### config.mk
export PLATFORM = sky130hd
export DESIGN_NAME = line_rasterizer_stepper_top
export DESIGN_NICKNAME = d
export VERILOG_FILES = /design/src/lrs_pkg.sv /design/src/lrs_front.sv /design/src/lrs_queue.sv /design/src/lrs_back.sv /design/src/line_rasterizer_stepper_top.sv
export SDC_FILE = /design/constraint.sdc
export NUM_CORES = 2
export LEC_CHECK = 0
export BUFFER_PORTS_ARGS = -buffer_cell sky130_fd_sc_hd__buf_2
export CORE_MARGIN = 3
export CORE_UTILIZATION = 55
export CTS_CLUSTER_SIZE = 24
export DETAILED_ROUTE_END_ITERATION = 7
export GPL_ROUTABILITY_DRIVEN = 0
export HOLD_SLACK_MARGIN = 0.12
export PLACE_DENSITY = 0.72
export REMOVE_ABC_BUFFERS = 1
export SYNTH_ARGS = -nofsm -noshare
export SYNTH_HDL_FRONTEND = slang
export SYNTH_SLANG_ARGS = --single-unit
### constraint.sdc
create_clock -name clk -period 15.1 [get_ports clk]
set_input_delay 3.02 -clock clk [delete_from_list [all_inputs] [get_ports clk]]
set_output_delay 3.02 -clock clk [all_outputs]
set_load 0.01 [all_outputs]
### src/lrs_pkg.sv
// Shared types, widths and codes for the line rasterizer stepper.
// No dependencies; every other module file imports this package.
package lrs_pkg;

    localparam int COORD_BITS  = 16;
    localparam int OFFSET_BITS = 28;

    localparam int DIM_W      = 13;
    localparam int BPP_W      = 4;
    localparam int PITCH_W    = 16;
    localparam int CFG_DATA_W = 16;
    localparam int CFG_IDX_W  = 2;

    localparam int QUEUE_DEPTH = 4;
    localparam int QPTR_W      = $clog2(QUEUE_DEPTH);

    localparam int XPROD_W = COORD_BITS + BPP_W;
    localparam int YPROD_W = COORD_BITS + PITCH_W;
    localparam int SUM_W   = ((YPROD_W > XPROD_W) ? YPROD_W : XPROD_W) + 1;
    localparam int WIDE_W  = (SUM_W > OFFSET_BITS) ? SUM_W : OFFSET_BITS;
    localparam int CMP_W   = COORD_BITS + DIM_W;

    localparam logic [DIM_W-1:0]   WIDTH_RESET  = DIM_W'(1024);
    localparam logic [DIM_W-1:0]   HEIGHT_RESET = DIM_W'(768);
    localparam logic [BPP_W-1:0]   BPP_RESET    = BPP_W'(4);
    localparam logic [PITCH_W-1:0] PITCH_RESET  = PITCH_W'(4096);

    localparam logic OP_LOAD = 1'b0;
    localparam logic OP_STEP = 1'b1;

    typedef enum logic [CFG_IDX_W-1:0] {
        REG_SCREEN_WIDTH,
        REG_SCREEN_HEIGHT,
        REG_BYTES_PER_PIXEL,
        REG_LINE_PITCH
    } lrs_reg_t;

    typedef struct packed {
        logic [DIM_W-1:0]   screen_width;
        logic [DIM_W-1:0]   screen_height;
        logic [BPP_W-1:0]   bytes_per_pixel;
        logic [PITCH_W-1:0] line_pitch;
    } lrs_cfg_t;

    // Input item
    typedef struct packed {
        logic                         opcode;
        logic signed [COORD_BITS-1:0] start_x;
        logic signed [COORD_BITS-1:0] start_y;
        logic signed [COORD_BITS-1:0] end_x;
        logic signed [COORD_BITS-1:0] end_y;
    } lrs_cmd_t;

    // Result item
    typedef struct packed {
        logic signed [COORD_BITS-1:0] pixel_x;
        logic signed [COORD_BITS-1:0] pixel_y;
        logic                         in_bounds;
        logic [OFFSET_BITS-1:0]       pixel_offset;
        logic [COORD_BITS-1:0]        step_index;
        logic [COORD_BITS-1:0]        span;
        logic                         ends_swapped;
        logic                         last_pixel;
    } lrs_pix_t;

    // Classified item as held in the queue between front and back
    typedef struct packed {
        logic                         opcode;
        logic signed [COORD_BITS-1:0] major_start;
        logic signed [COORD_BITS-1:0] major_end;
        logic signed [COORD_BITS-1:0] minor_start;
        logic [COORD_BITS-1:0]        major_delta;
        logic [COORD_BITS-1:0]        minor_delta;
        logic [COORD_BITS-1:0]        delta_gap;
        logic                         minor_dir_down;
        logic                         steep;
        logic                         swapped;
    } lrs_entry_t;

endpackage

### src/lrs_front.sv
// Front end: accepts input items and classifies line endpoints.
// Depends on lrs_pkg; feeds lrs_queue.
module lrs_front (
    input  logic              cmd_valid,
    output logic              cmd_stall,
    input  lrs_pkg::lrs_cmd_t cmd,
    input  logic              q_full,
    output logic              push,
    output lrs_pkg::lrs_entry_t entry
);
    import lrs_pkg::*;

    logic signed [COORD_BITS-1:0] ax, ay, bx, by;
    logic signed [COORD_BITS:0]   dx_s, dy_s;
    logic [COORD_BITS:0]          dx_neg, dy_neg;
    logic [COORD_BITS-1:0]        dx, dy;
    logic                         steep, swapped, x_gt, y_gt;
    logic signed [COORD_BITS-1:0] maj_a, maj_b, min_a, min_b;
    logic signed [COORD_BITS-1:0] major_start, major_end, minor_start, minor_end;
    logic [COORD_BITS-1:0]        major_delta, minor_delta;

    // Accept whenever the queue has room
    assign cmd_stall = q_full;
    assign push      = cmd_valid && !q_full;

    assign ax = cmd.start_x;
    assign ay = cmd.start_y;
    assign bx = cmd.end_x;
    assign by = cmd.end_y;

    // Absolute axis deltas
    assign dx_s   = {bx[COORD_BITS-1], bx} - {ax[COORD_BITS-1], ax};
    assign dy_s   = {by[COORD_BITS-1], by} - {ay[COORD_BITS-1], ay};
    assign dx_neg = -dx_s;
    assign dy_neg = -dy_s;
    assign dx     = dx_s[COORD_BITS] ? dx_neg[COORD_BITS-1:0] : dx_s[COORD_BITS-1:0];
    assign dy     = dy_s[COORD_BITS] ? dy_neg[COORD_BITS-1:0] : dy_s[COORD_BITS-1:0];

    // Pick the major axis and order endpoints along it
    assign steep   = dy > dx;
    assign x_gt    = ax > bx;
    assign y_gt    = ay > by;
    assign swapped = steep ? y_gt : x_gt;

    assign maj_a = steep ? ay : ax;
    assign maj_b = steep ? by : bx;
    assign min_a = steep ? ax : ay;
    assign min_b = steep ? bx : by;

    assign major_start = swapped ? maj_b : maj_a;
    assign major_end   = swapped ? maj_a : maj_b;
    assign minor_start = swapped ? min_b : min_a;
    assign minor_end   = swapped ? min_a : min_b;

    assign major_delta = steep ? dy : dx;
    assign minor_delta = steep ? dx : dy;

    // Pack the classified item
    always_comb
    begin
        entry.opcode         = cmd.opcode;
        entry.major_start    = major_start;
        entry.major_end      = major_end;
        entry.minor_start    = minor_start;
        entry.major_delta    = major_delta;
        entry.minor_delta    = minor_delta;
        entry.delta_gap      = major_delta - minor_delta;
        entry.minor_dir_down = !(minor_start < minor_end);
        entry.steep          = steep;
        entry.swapped        = swapped;
    end

endmodule

### src/lrs_queue.sv
// Short FIFO between the front end and the stepping back end.
// Depends on lrs_pkg for the entry type and depth.
module lrs_queue (
    input  logic                clk,
    input  logic                rst_n,
    input  logic                push,
    input  lrs_pkg::lrs_entry_t push_entry,
    output logic                full,
    input  logic                pop,
    output lrs_pkg::lrs_entry_t pop_entry,
    output logic                empty
);
    import lrs_pkg::*;

    lrs_entry_t          slots_reg [QUEUE_DEPTH];
    logic [QPTR_W-1:0]   wr_ptr_reg, wr_ptr_next;
    logic [QPTR_W-1:0]   rd_ptr_reg, rd_ptr_next;
    logic [QPTR_W:0]     count_reg, count_next;

    assign full      = count_reg == (QPTR_W + 1)'(QUEUE_DEPTH);
    assign empty     = count_reg == '0;
    assign pop_entry = slots_reg[rd_ptr_reg];

    // Advance pointers and fill count
    always_comb
    begin
        wr_ptr_next = wr_ptr_reg;
        rd_ptr_next = rd_ptr_reg;
        count_next  = count_reg;
        if (push)
        begin
            wr_ptr_next = wr_ptr_reg + QPTR_W'(1);
        end
        if (pop)
        begin
            rd_ptr_next = rd_ptr_reg + QPTR_W'(1);
        end
        if (push && !pop)
        begin
            count_next = count_reg + (QPTR_W + 1)'(1);
        end
        else if (pop && !push)
        begin
            count_next = count_reg - (QPTR_W + 1)'(1);
        end
    end

    always_ff @(posedge clk or negedge rst_n)
    begin
        if (!rst_n)
        begin
            wr_ptr_reg <= '0;
            rd_ptr_reg <= '0;
            count_reg  <= '0;
        end
        else
        begin
            wr_ptr_reg <= wr_ptr_next;
            rd_ptr_reg <= rd_ptr_next;
            count_reg  <= count_next;
        end
    end

    // Store pushed entries
    always_ff @(posedge clk)
    begin
        if (push)
        begin
            slots_reg[wr_ptr_reg] <= push_entry;
        end
    end

endmodule

### src/lrs_back.sv
// Back end: Bresenham stepper plus a clip, multiply and offset pipeline.
// Depends on lrs_pkg; pulls classified items from lrs_queue.
module lrs_back (
    input  logic                clk,
    input  logic                rst_n,
    input  lrs_pkg::lrs_cfg_t   cfg,
    input  logic                q_empty,
    input  lrs_pkg::lrs_entry_t q_entry,
    output logic                q_pop,
    output logic                pix_valid,
    input  logic                pix_stall,
    output lrs_pkg::lrs_pix_t   pix
);
    import lrs_pkg::*;

    // Line state
    logic signed [COORD_BITS:0]   major_pos_reg, major_pos_next;
    logic signed [COORD_BITS:0]   minor_pos_reg, minor_pos_next;
    logic signed [COORD_BITS:0]   major_start_reg, major_start_next;
    logic signed [COORD_BITS:0]   major_end_reg, major_end_next;
    logic signed [COORD_BITS+1:0] error_reg, error_next;
    logic [COORD_BITS-1:0]        major_delta_reg, major_delta_next;
    logic [COORD_BITS-1:0]        minor_delta_reg, minor_delta_next;
    logic [COORD_BITS-1:0]        delta_gap_reg, delta_gap_next;
    logic                         dir_down_reg, dir_down_next;
    logic                         steep_reg, steep_next;
    logic                         swapped_reg, swapped_next;
    logic                         active_reg, active_next;

    // Pipeline stages
    logic                         s1_valid_reg, s2_valid_reg, pix_valid_reg;
    logic signed [COORD_BITS:0]   s1_x_reg, s1_y_reg;
    logic [COORD_BITS-1:0]        s1_step_reg, s1_span_reg;
    logic                         s1_swapped_reg, s1_last_reg;
    logic signed [COORD_BITS-1:0] s2_x_reg, s2_y_reg;
    logic [COORD_BITS-1:0]        s2_step_reg, s2_span_reg;
    logic                         s2_swapped_reg, s2_last_reg, s2_inb_reg;
    logic [XPROD_W-1:0]           s2_xprod_reg;
    logic [YPROD_W-1:0]           s2_yprod_reg;
    lrs_pix_t                     pix_reg;

    logic                         out_en, s2_en, s1_en;
    logic                         take_load, take_step, last;
    logic signed [COORD_BITS+1:0] err_sub, err_alt;
    logic signed [COORD_BITS:0]   minor_inc, step_diff, cur_x, cur_y;
    logic [CMP_W-1:0]             x_cmp, y_cmp, w_cmp, h_cmp;
    logic                         inb;
    logic [WIDE_W-1:0]            offset_sum;

    // Stall chain from the output register back to the queue
    assign out_en    = !pix_valid_reg || !pix_stall;
    assign s2_en     = !s2_valid_reg || out_en;
    assign s1_en     = !s1_valid_reg || s2_en;
    assign q_pop     = !q_empty && s1_en;
    assign take_load = q_pop && (q_entry.opcode == OP_LOAD);
    assign take_step = q_pop && (q_entry.opcode == OP_STEP) && active_reg;

    // Step arithmetic: both error outcomes in parallel, sign picks one
    assign last      = major_pos_reg >= major_end_reg;
    assign err_sub   = error_reg - {2'b00, minor_delta_reg};
    assign err_alt   = error_reg + {2'b00, delta_gap_reg};
    assign minor_inc = dir_down_reg ? {(COORD_BITS + 1){1'b1}} : (COORD_BITS + 1)'(1);
    assign step_diff = major_pos_reg - major_start_reg;
    assign cur_x     = steep_reg ? minor_pos_reg : major_pos_reg;
    assign cur_y     = steep_reg ? major_pos_reg : minor_pos_reg;

    // Load a new line or advance the current one
    always_comb
    begin
        major_pos_next   = major_pos_reg;
        minor_pos_next   = minor_pos_reg;
        major_start_next = major_start_reg;
        major_end_next   = major_end_reg;
        error_next       = error_reg;
        major_delta_next = major_delta_reg;
        minor_delta_next = minor_delta_reg;
        delta_gap_next   = delta_gap_reg;
        dir_down_next    = dir_down_reg;
        steep_next       = steep_reg;
        swapped_next     = swapped_reg;
        active_next      = active_reg;
        if (take_load)
        begin
            major_pos_next   = {q_entry.major_start[COORD_BITS-1], q_entry.major_start};
            major_start_next = {q_entry.major_start[COORD_BITS-1], q_entry.major_start};
            major_end_next   = {q_entry.major_end[COORD_BITS-1], q_entry.major_end};
            minor_pos_next   = {q_entry.minor_start[COORD_BITS-1], q_entry.minor_start};
            error_next       = {3'b000, q_entry.major_delta[COORD_BITS-1:1]};
            major_delta_next = q_entry.major_delta;
            minor_delta_next = q_entry.minor_delta;
            delta_gap_next   = q_entry.delta_gap;
            dir_down_next    = q_entry.minor_dir_down;
            steep_next       = q_entry.steep;
            swapped_next     = q_entry.swapped;
            active_next      = 1'b1;
        end
        else if (take_step)
        begin
            if (err_sub[COORD_BITS+1])
            begin
                minor_pos_next = minor_pos_reg + minor_inc;
                error_next     = err_alt;
            end
            else
            begin
                error_next = err_sub;
            end
            if (last)
            begin
                active_next = 1'b0;
            end
            else
            begin
                major_pos_next = major_pos_reg + (COORD_BITS + 1)'(1);
            end
        end
    end

    always_ff @(posedge clk or negedge rst_n)
    begin
        if (!rst_n)
        begin
            major_pos_reg   <= '0;
            minor_pos_reg   <= '0;
            major_start_reg <= '0;
            major_end_reg   <= '0;
            error_reg       <= '0;
            major_delta_reg <= '0;
            minor_delta_reg <= '0;
            delta_gap_reg   <= '0;
            dir_down_reg    <= 1'b0;
            steep_reg       <= 1'b0;
            swapped_reg     <= 1'b0;
            active_reg      <= 1'b0;
            s1_valid_reg    <= 1'b0;
            s2_valid_reg    <= 1'b0;
            pix_valid_reg   <= 1'b0;
        end
        else
        begin
            major_pos_reg   <= major_pos_next;
            minor_pos_reg   <= minor_pos_next;
            major_start_reg <= major_start_next;
            major_end_reg   <= major_end_next;
            error_reg       <= error_next;
            major_delta_reg <= major_delta_next;
            minor_delta_reg <= minor_delta_next;
            delta_gap_reg   <= delta_gap_next;
            dir_down_reg    <= dir_down_next;
            steep_reg       <= steep_next;
            swapped_reg     <= swapped_next;
            active_reg      <= active_next;
            if (s1_en)
            begin
                s1_valid_reg <= take_step;
            end
            if (s2_en)
            begin
                s2_valid_reg <= s1_valid_reg;
            end
            if (out_en)
            begin
                pix_valid_reg <= s2_valid_reg;
            end
        end
    end

    // Stage 1: capture the current pixel of the line
    always_ff @(posedge clk)
    begin
        if (s1_en)
        begin
            s1_x_reg       <= cur_x;
            s1_y_reg       <= cur_y;
            s1_step_reg    <= step_diff[COORD_BITS-1:0];
            s1_span_reg    <= major_delta_reg;
            s1_swapped_reg <= swapped_reg;
            s1_last_reg    <= last;
        end
    end

    // Stage 2: clip test and the two offset products
    assign x_cmp = {{DIM_W{1'b0}}, s1_x_reg[COORD_BITS-1:0]};
    assign y_cmp = {{DIM_W{1'b0}}, s1_y_reg[COORD_BITS-1:0]};
    assign w_cmp = {{COORD_BITS{1'b0}}, cfg.screen_width};
    assign h_cmp = {{COORD_BITS{1'b0}}, cfg.screen_height};
    assign inb   = !s1_x_reg[COORD_BITS] && !s1_y_reg[COORD_BITS]
                   && (x_cmp < w_cmp) && (y_cmp < h_cmp);

    always_ff @(posedge clk)
    begin
        if (s2_en)
        begin
            s2_x_reg       <= s1_x_reg[COORD_BITS-1:0];
            s2_y_reg       <= s1_y_reg[COORD_BITS-1:0];
            s2_inb_reg     <= inb;
            s2_xprod_reg   <= XPROD_W'(s1_x_reg[COORD_BITS-1:0]) * XPROD_W'(cfg.bytes_per_pixel);
            s2_yprod_reg   <= YPROD_W'(s1_y_reg[COORD_BITS-1:0]) * YPROD_W'(cfg.line_pitch);
            s2_step_reg    <= s1_step_reg;
            s2_span_reg    <= s1_span_reg;
            s2_swapped_reg <= s1_swapped_reg;
            s2_last_reg    <= s1_last_reg;
        end
    end

    // Stage 3: sum into the output register, zero the offset when clipped
    assign offset_sum = WIDE_W'(s2_xprod_reg) + WIDE_W'(s2_yprod_reg);

    always_ff @(posedge clk)
    begin
        if (out_en)
        begin
            pix_reg.pixel_x      <= s2_x_reg;
            pix_reg.pixel_y      <= s2_y_reg;
            pix_reg.in_bounds    <= s2_inb_reg;
            pix_reg.pixel_offset <= s2_inb_reg ? offset_sum[OFFSET_BITS-1:0] : '0;
            pix_reg.step_index   <= s2_step_reg;
            pix_reg.span         <= s2_span_reg;
            pix_reg.ends_swapped <= s2_swapped_reg;
            pix_reg.last_pixel   <= s2_last_reg;
        end
    end

    assign pix_valid = pix_valid_reg;
    assign pix       = pix_reg;

endmodule

### src/line_rasterizer_stepper_top.sv
// A step item's pixel passes stage 1, stage 2 and the output register once accepted.
// One item per cycle unless stalled; the stepper's add and compare loop sets the pace.
// A load item is taken by the stepper and gives no pixel.
// The 4-entry queue absorbs output stalls before the command side stalls.
// Reset: registers return to 1024 x 768, 4 bytes/pixel, pitch 4096; no line active.
// Top level of the line rasterizer stepper; depends on lrs_pkg and submodules.
module line_rasterizer_stepper_top (
    input  logic                            clk,
    input  logic                            rst_n,
    input  logic                            cmd_valid,
    output logic                            cmd_stall,
    input  lrs_pkg::lrs_cmd_t               cmd,
    output logic                            pix_valid,
    input  logic                            pix_stall,
    output lrs_pkg::lrs_pix_t               pix,
    input  logic                            cfg_valid,
    output logic                            cfg_ready,
    input  logic [lrs_pkg::CFG_IDX_W-1:0]   cfg_index,
    input  logic [lrs_pkg::CFG_DATA_W-1:0]  cfg_data
);
    import lrs_pkg::*;

    lrs_cfg_t   cfg_reg, cfg_next;
    logic       q_full, q_empty, q_push, q_pop;
    lrs_entry_t push_entry, pop_entry;

    // Register writes are always accepted
    assign cfg_ready = 1'b1;

    always_comb
    begin
        cfg_next = cfg_reg;
        if (cfg_valid)
        begin
            unique case (lrs_reg_t'(cfg_index))
                REG_SCREEN_WIDTH:    cfg_next.screen_width    = cfg_data[DIM_W-1:0];
                REG_SCREEN_HEIGHT:   cfg_next.screen_height   = cfg_data[DIM_W-1:0];
                REG_BYTES_PER_PIXEL: cfg_next.bytes_per_pixel = cfg_data[BPP_W-1:0];
                REG_LINE_PITCH:      cfg_next.line_pitch      = cfg_data[PITCH_W-1:0];
                default:             cfg_next = cfg_reg;
            endcase
        end
    end

    always_ff @(posedge clk or negedge rst_n)
    begin
        if (!rst_n)
        begin
            cfg_reg.screen_width    <= WIDTH_RESET;
            cfg_reg.screen_height   <= HEIGHT_RESET;
            cfg_reg.bytes_per_pixel <= BPP_RESET;
            cfg_reg.line_pitch      <= PITCH_RESET;
        end
        else
        begin
            cfg_reg <= cfg_next;
        end
    end

    lrs_front u_front (
        .cmd_valid (cmd_valid),
        .cmd_stall (cmd_stall),
        .cmd       (cmd),
        .q_full    (q_full),
        .push      (q_push),
        .entry     (push_entry)
    );

    lrs_queue u_queue (
        .clk        (clk),
        .rst_n      (rst_n),
        .push       (q_push),
        .push_entry (push_entry),
        .full       (q_full),
        .pop        (q_pop),
        .pop_entry  (pop_entry),
        .empty      (q_empty)
    );

    lrs_back u_back (
        .clk       (clk),
        .rst_n     (rst_n),
        .cfg       (cfg_reg),
        .q_empty   (q_empty),
        .q_entry   (pop_entry),
        .q_pop     (q_pop),
        .pix_valid (pix_valid),
        .pix_stall (pix_stall),
        .pix       (pix)
    );

endmodule

Word level (Yosys, flattened, before mapping):

Memories as Yosys holds them, arrays and structs flattened.
Index checks and enable logic that the tools add are counted.

* magnitude comparators: 7
* multiplexer cells: 32
* bitwise operators: 1
* reductions and logical operators: 37
* $mul: 2
* add/subtract/negate cells: 15
* equal/unequal tests: 5

Operator list (number)
* $mux W16: 12
* $mux W17: 9
* $mux W18: 3
* $gt A16 B16 Y1: 3
* $sub A16 B16 Y17: 2
* $lt A16 B13 Y1: 2
* $neg A16 Y16: 2
* $sub A16 B16 Y16: 2
* $add A20 B28 Y28: 1
* $mul A16 B16 Y28: 1
* $mul A16 B4 Y20: 1
* $add A18 B16 Y18: 1
* $sub A18 B16 Y18: 1
* $add A17 B17 Y17: 1
* $add A17 B2 Y17 const B: 1
* $ge A17 B16 Y1: 1
* $lt A16 B16 Y1: 1
* $reduce_and A2 Y1: 7
* $logic_not A1 Y1: 11
* $logic_and A1 B1 Y1: 10
* $reduce_bool A2 Y1: 4
* $mux W1: 6
* $mux W3: 2
* $add A2 B1 Y2 const B: 2
* other kinds (10): 13

* output and inout port bits: 98
* bits in writable memories: 400
* logic and storage cells: 145
* register bits: 470
* input port bits: 88
* memories: 1

Memory list
* u_queue.slots_reg: depth 4, bits a word 100, rd ports 1, clocked after memory_dff 0, wr ports 1, line lrs_queue.sv:15 `lrs_entry_t slots_reg [QUEUE_DEPTH];`

Longest topological paths before layout:

* depth in word-level cells: 9
* depth in mapped cells: 42
* mapped depth without buffers: 40

Modules after synthesis:

Synthesis repeated with hierarchy kept, for this count alone.

* cells, all modules: 4424
* area, all modules: 52176.3 sq um

Modules (own cells, without submodules)
* lrs_back: instances 1, area an instance 29185.5 sq um, cells an instance 2809, sequential area each 11826.3 sq um
* lrs_queue: instances 1, area an instance 14824.2 sq um, cells an instance 556, sequential area each 12186.7 sq um
* lrs_front: instances 1, area an instance 6418.7 sq um, cells an instance 958, sequential area each 0.0 sq um
* line_rasterizer_stepper_top: instances 1, area an instance 1747.9 sq um, cells an instance 101, sequential area each 1157.4 sq um

Least setup slack after synthesis:

No wires, ideal clock.

* path type: input-to-reg
* start: input port cmd[16] (netlist name)
* end: memory u_queue.slots_reg[0][2] (netlist name), data pin
* slack: 5.380 ns
* library setup time: 0.269 ns
* data required time: 14.831 ns
* arrival time: 9.450 ns
* buffers on the path: 3
* cell stages on the path: 40
* cells stage by stage: inv_1 ha_1 fa_1 nand2b_1 a211o_1 a21o_1 nor2_1 o32ai_2 a21oi_1 ha_1 nor2b_1 o21a_1 o21a_1 o21a_1 o21ai_0 nand2b_1 a21oi_1 nor2b_1 [... 4 more ...] inv_6 buf_2 a21oi_1 buf_4 buf_4 mux2i_1 mux2i_1 ha_1 a21oi_1 nor2b_1 o21ai_0 nand2b_1 a21oi_1 nor2b_1 o21ai_0 nand4_1 nor2_1 a21oi_1

RTL lines
* start: declaration: line line_rasterizer_stepper_top.sv:12 `input lrs_pkg::lrs_cmd_t cmd,`
* end: declaration: line lrs_queue.sv:15

==> flow_summary.ini <==
[synthesis]
synth_top_area_share_pct = 40.2
async_reset_ff_share_pct = 22.1
ys_warn_count = 0
synth_seq_area_share_pct = 49.8
synth.area.top_cells = edfxtp_1 40%, dfrtp_1 9.3%, fa_1 8.9%, ha_1 7.4%, mux4_2 4.5%
yosysTopAreaCell = edfxtp_1
ys_ff_latch = 870
avgSynthCellArea_um2 = 12.2
synth-edff-count = 678
ys_types = 96
synth_area_mm2 = 0.0506
syn-instance-count = 4153
synth_flop_cell = edfxtp_1

[timing]
rsz0062_at_grt = false
setup_viol = 0
clock_skew_ps = 28.4
finalHoldViolCount = 0
worst_pin_slew_ps = 1100
slew_headroom_pct = 25.9
slew_viol_final = 0
fmax_mhz = 92.3
finalCritPeriodShare_pct = 71.8
min_period_ps = 10840
holdWs_ps = 414
fin_ws_ps = 4260
fin_setup_tns_ps = 0

[floorplan]
die_h_um = 309
rows = 110
ios = 186
die_w_um = 309
start_util_pct = 55.9
coreArea_mm2 = 0.0906
die-area_mm2 = 0.0957

[route]
postRouteAntennaNets = 0
dr.pass1.iters = 7
viasPerCell = 5.73
wl_per_cell_um = 20.5
drt_iter0_drc = 2281
drt_wl_total_mm = 114
vias = 32000
drc = 0

[layout]
regArea_mm2 = 0.0252
diodes = 0
n_fill_cell = 7040
largest_reg_flops = 400
nNetsFinal = 4937
utilization_pct = 61.5
multi_input_area_mm2 = 0.0233
drive_gt1_share_pct = 13.2
syn2layout_area_growth_pct = 10.1

[critical_path]
worst_path_most_repeated_cell = a21oi_1
crit_path_end_kind = flip-flop
r2r-end = u_back.s2_yprod_reg[27]$_DFFE_PP_
crit_arrival_ps = 11200
worstSetupPathType = in2reg
critical_path_required_ps = 15470
critPathSlowestCell = nand2_8
r2r_slack_ps = 7650
r2r_cells = 26
reg2reg_from = u_back.s1_y_reg[9]$_DFFE_PN_
critPathMaxStageDelay_ps = 510
crit_path_start_kind = input port
cp_max_fo = 79

[clock_tree]
clock_tree.htree_level_count = 3
post_cts_buffers = 0
cts_tree = yes
clock_sinks = 870
cts_resized = 0
root_buffer = clkbuf_16
cts.clk_slew.worst_paths_ps = 60
clock_latency_ps = 660
hold_buffers = 0
cts_inserted_buffers = 89
clock_path_buffers = 3

[placement]
numPortBuffers = 184
preCtsSetupSlack_ps = 3710
post-dp-hpwl_mm = 82.6

[grt]
antenna_found_initial = 2
overflow = 0
grt_pass1_vias = 32500
grt_usage_pct = 24.4
grt_pass1_wl_mm = 181
grt_start_max_net_pins = 86

[status]
status = completed

[min_path]
hold_class = reg2reg
min_from = u_back.s1_span_reg[4]$_DFFE_PN_
hold_depth = 0
hold_path_end = u_back.s2_span_reg[4]$_DFFE_PP_

[run]
maxCapViolations = 0
## placed cells by master (no fill, tap or decap), types with 90 or more instances in the layout
master     instances
a21oi_1          169
and2_1           137
buf_2            183
clkbuf_16         90
dfrtp_1          185
edfxtp_1         678
fa_1             225
ha_1             299
inv_1            446
mux2i_1          143
mux4_2           100
nand2_1          488
nor2_1           172
o21ai_0          215
xnor2_1          130
## logic make-up (layout without fill, tap and decap cells)
kind of cell / after synthesis / count (layout) / synth area share, %
AOI/OAI and AO/OA: 621 / 621 / 7.57
xor gates and xnor gates: 188 / 188 / 3.32
adders and majority gates: 526 / 526 / 16.3
buffers and inverters: 585 / 830 / 4.42
DFF: 870 / 870 / 49.8
muxes: 309 / 309 / 8.78
other: 1 / 1 / 0.00741
and+or+nand+nor: 1053 / 1053 / 9.81
## cell type report
cell class	count	share of cell area, %
Multi-Input combinational cell	2698	41.7
Clock inverter	54	1.04
Timing Repair Buffer	218	2.13
Clock buffer	110	4.23
Inverter	448	3.03
Sequential cell	870	45.2
Tap cell	1176	2.64
## synth_stat cells (all sizes together), types with 13 or more instances
master / count
edfxtp: 678
nand2: 490
inv: 447
ha: 299
fa: 225
o21ai: 224
dfrtp: 187
nor2: 175
a21oi: 172
mux2i: 145
and2: 141
xnor2: 132
mux4: 100
clkbuf: 87
mux2: 64
xor2: 56
a21o: 55
buf: 50
nand2b: 47
nor2b: 40
nand3: 36
nor3: 33
a21boi: 27
o21a: 26
o21bai: 26
nand4: 18
a211oi: 14
and3: 13
o31ai: 13
or3: 13
## metrics by stage
stage          cells  instance area (um^2)
5_1_grt         5574                 55700
2_1_floorplan   4016                 50000
3_5_place_dp    5410                 52800
6_report        5574                 55700
3_3_place_gp    5410                 52800
4_1_cts         5574                 55700
## how the worst max path moves through the flow
stage,start,end
2_1_floorplan,cmd[16],u_queue.slots_reg[0][2]$_DFFE_PP_
3_3_place_gp,cmd[0],u_queue.slots_reg[0][2]$_DFFE_PP_
3_5_place_dp,cmd[0],u_queue.slots_reg[3][2]$_DFFE_PP_
4_1_cts,cmd[0],u_queue.slots_reg[0][2]$_DFFE_PP_
5_1_grt,cmd[16],u_queue.slots_reg[0][2]$_DFFE_PP_
6_report,cmd[0],u_queue.slots_reg[1][2]$_DFFE_PP_
## routing by layer
layer  wire [um]  GRT usage [%]  up-vias  part of all wire (%)
met3        6830           3.34      176                   6.0
met2       56200           41.5      983                    49
li1            -              -    14800                     -
met4        3140           7.68        2                   2.7
met5          15              0        -                 0.013
met1       48200           33.0    16000                    42
## worst max-delay path, delay by kind of cell
kind            cells  cell delay [ps]
mux                 2              480
fa+ha+maj           4             1390
compound gates     19             3740
simple gates       11             1590
buf+inv             4              900
Power is not shown: default switching activity piles up to over one toggle a cycle in this logic, so the estimate is an artifact.
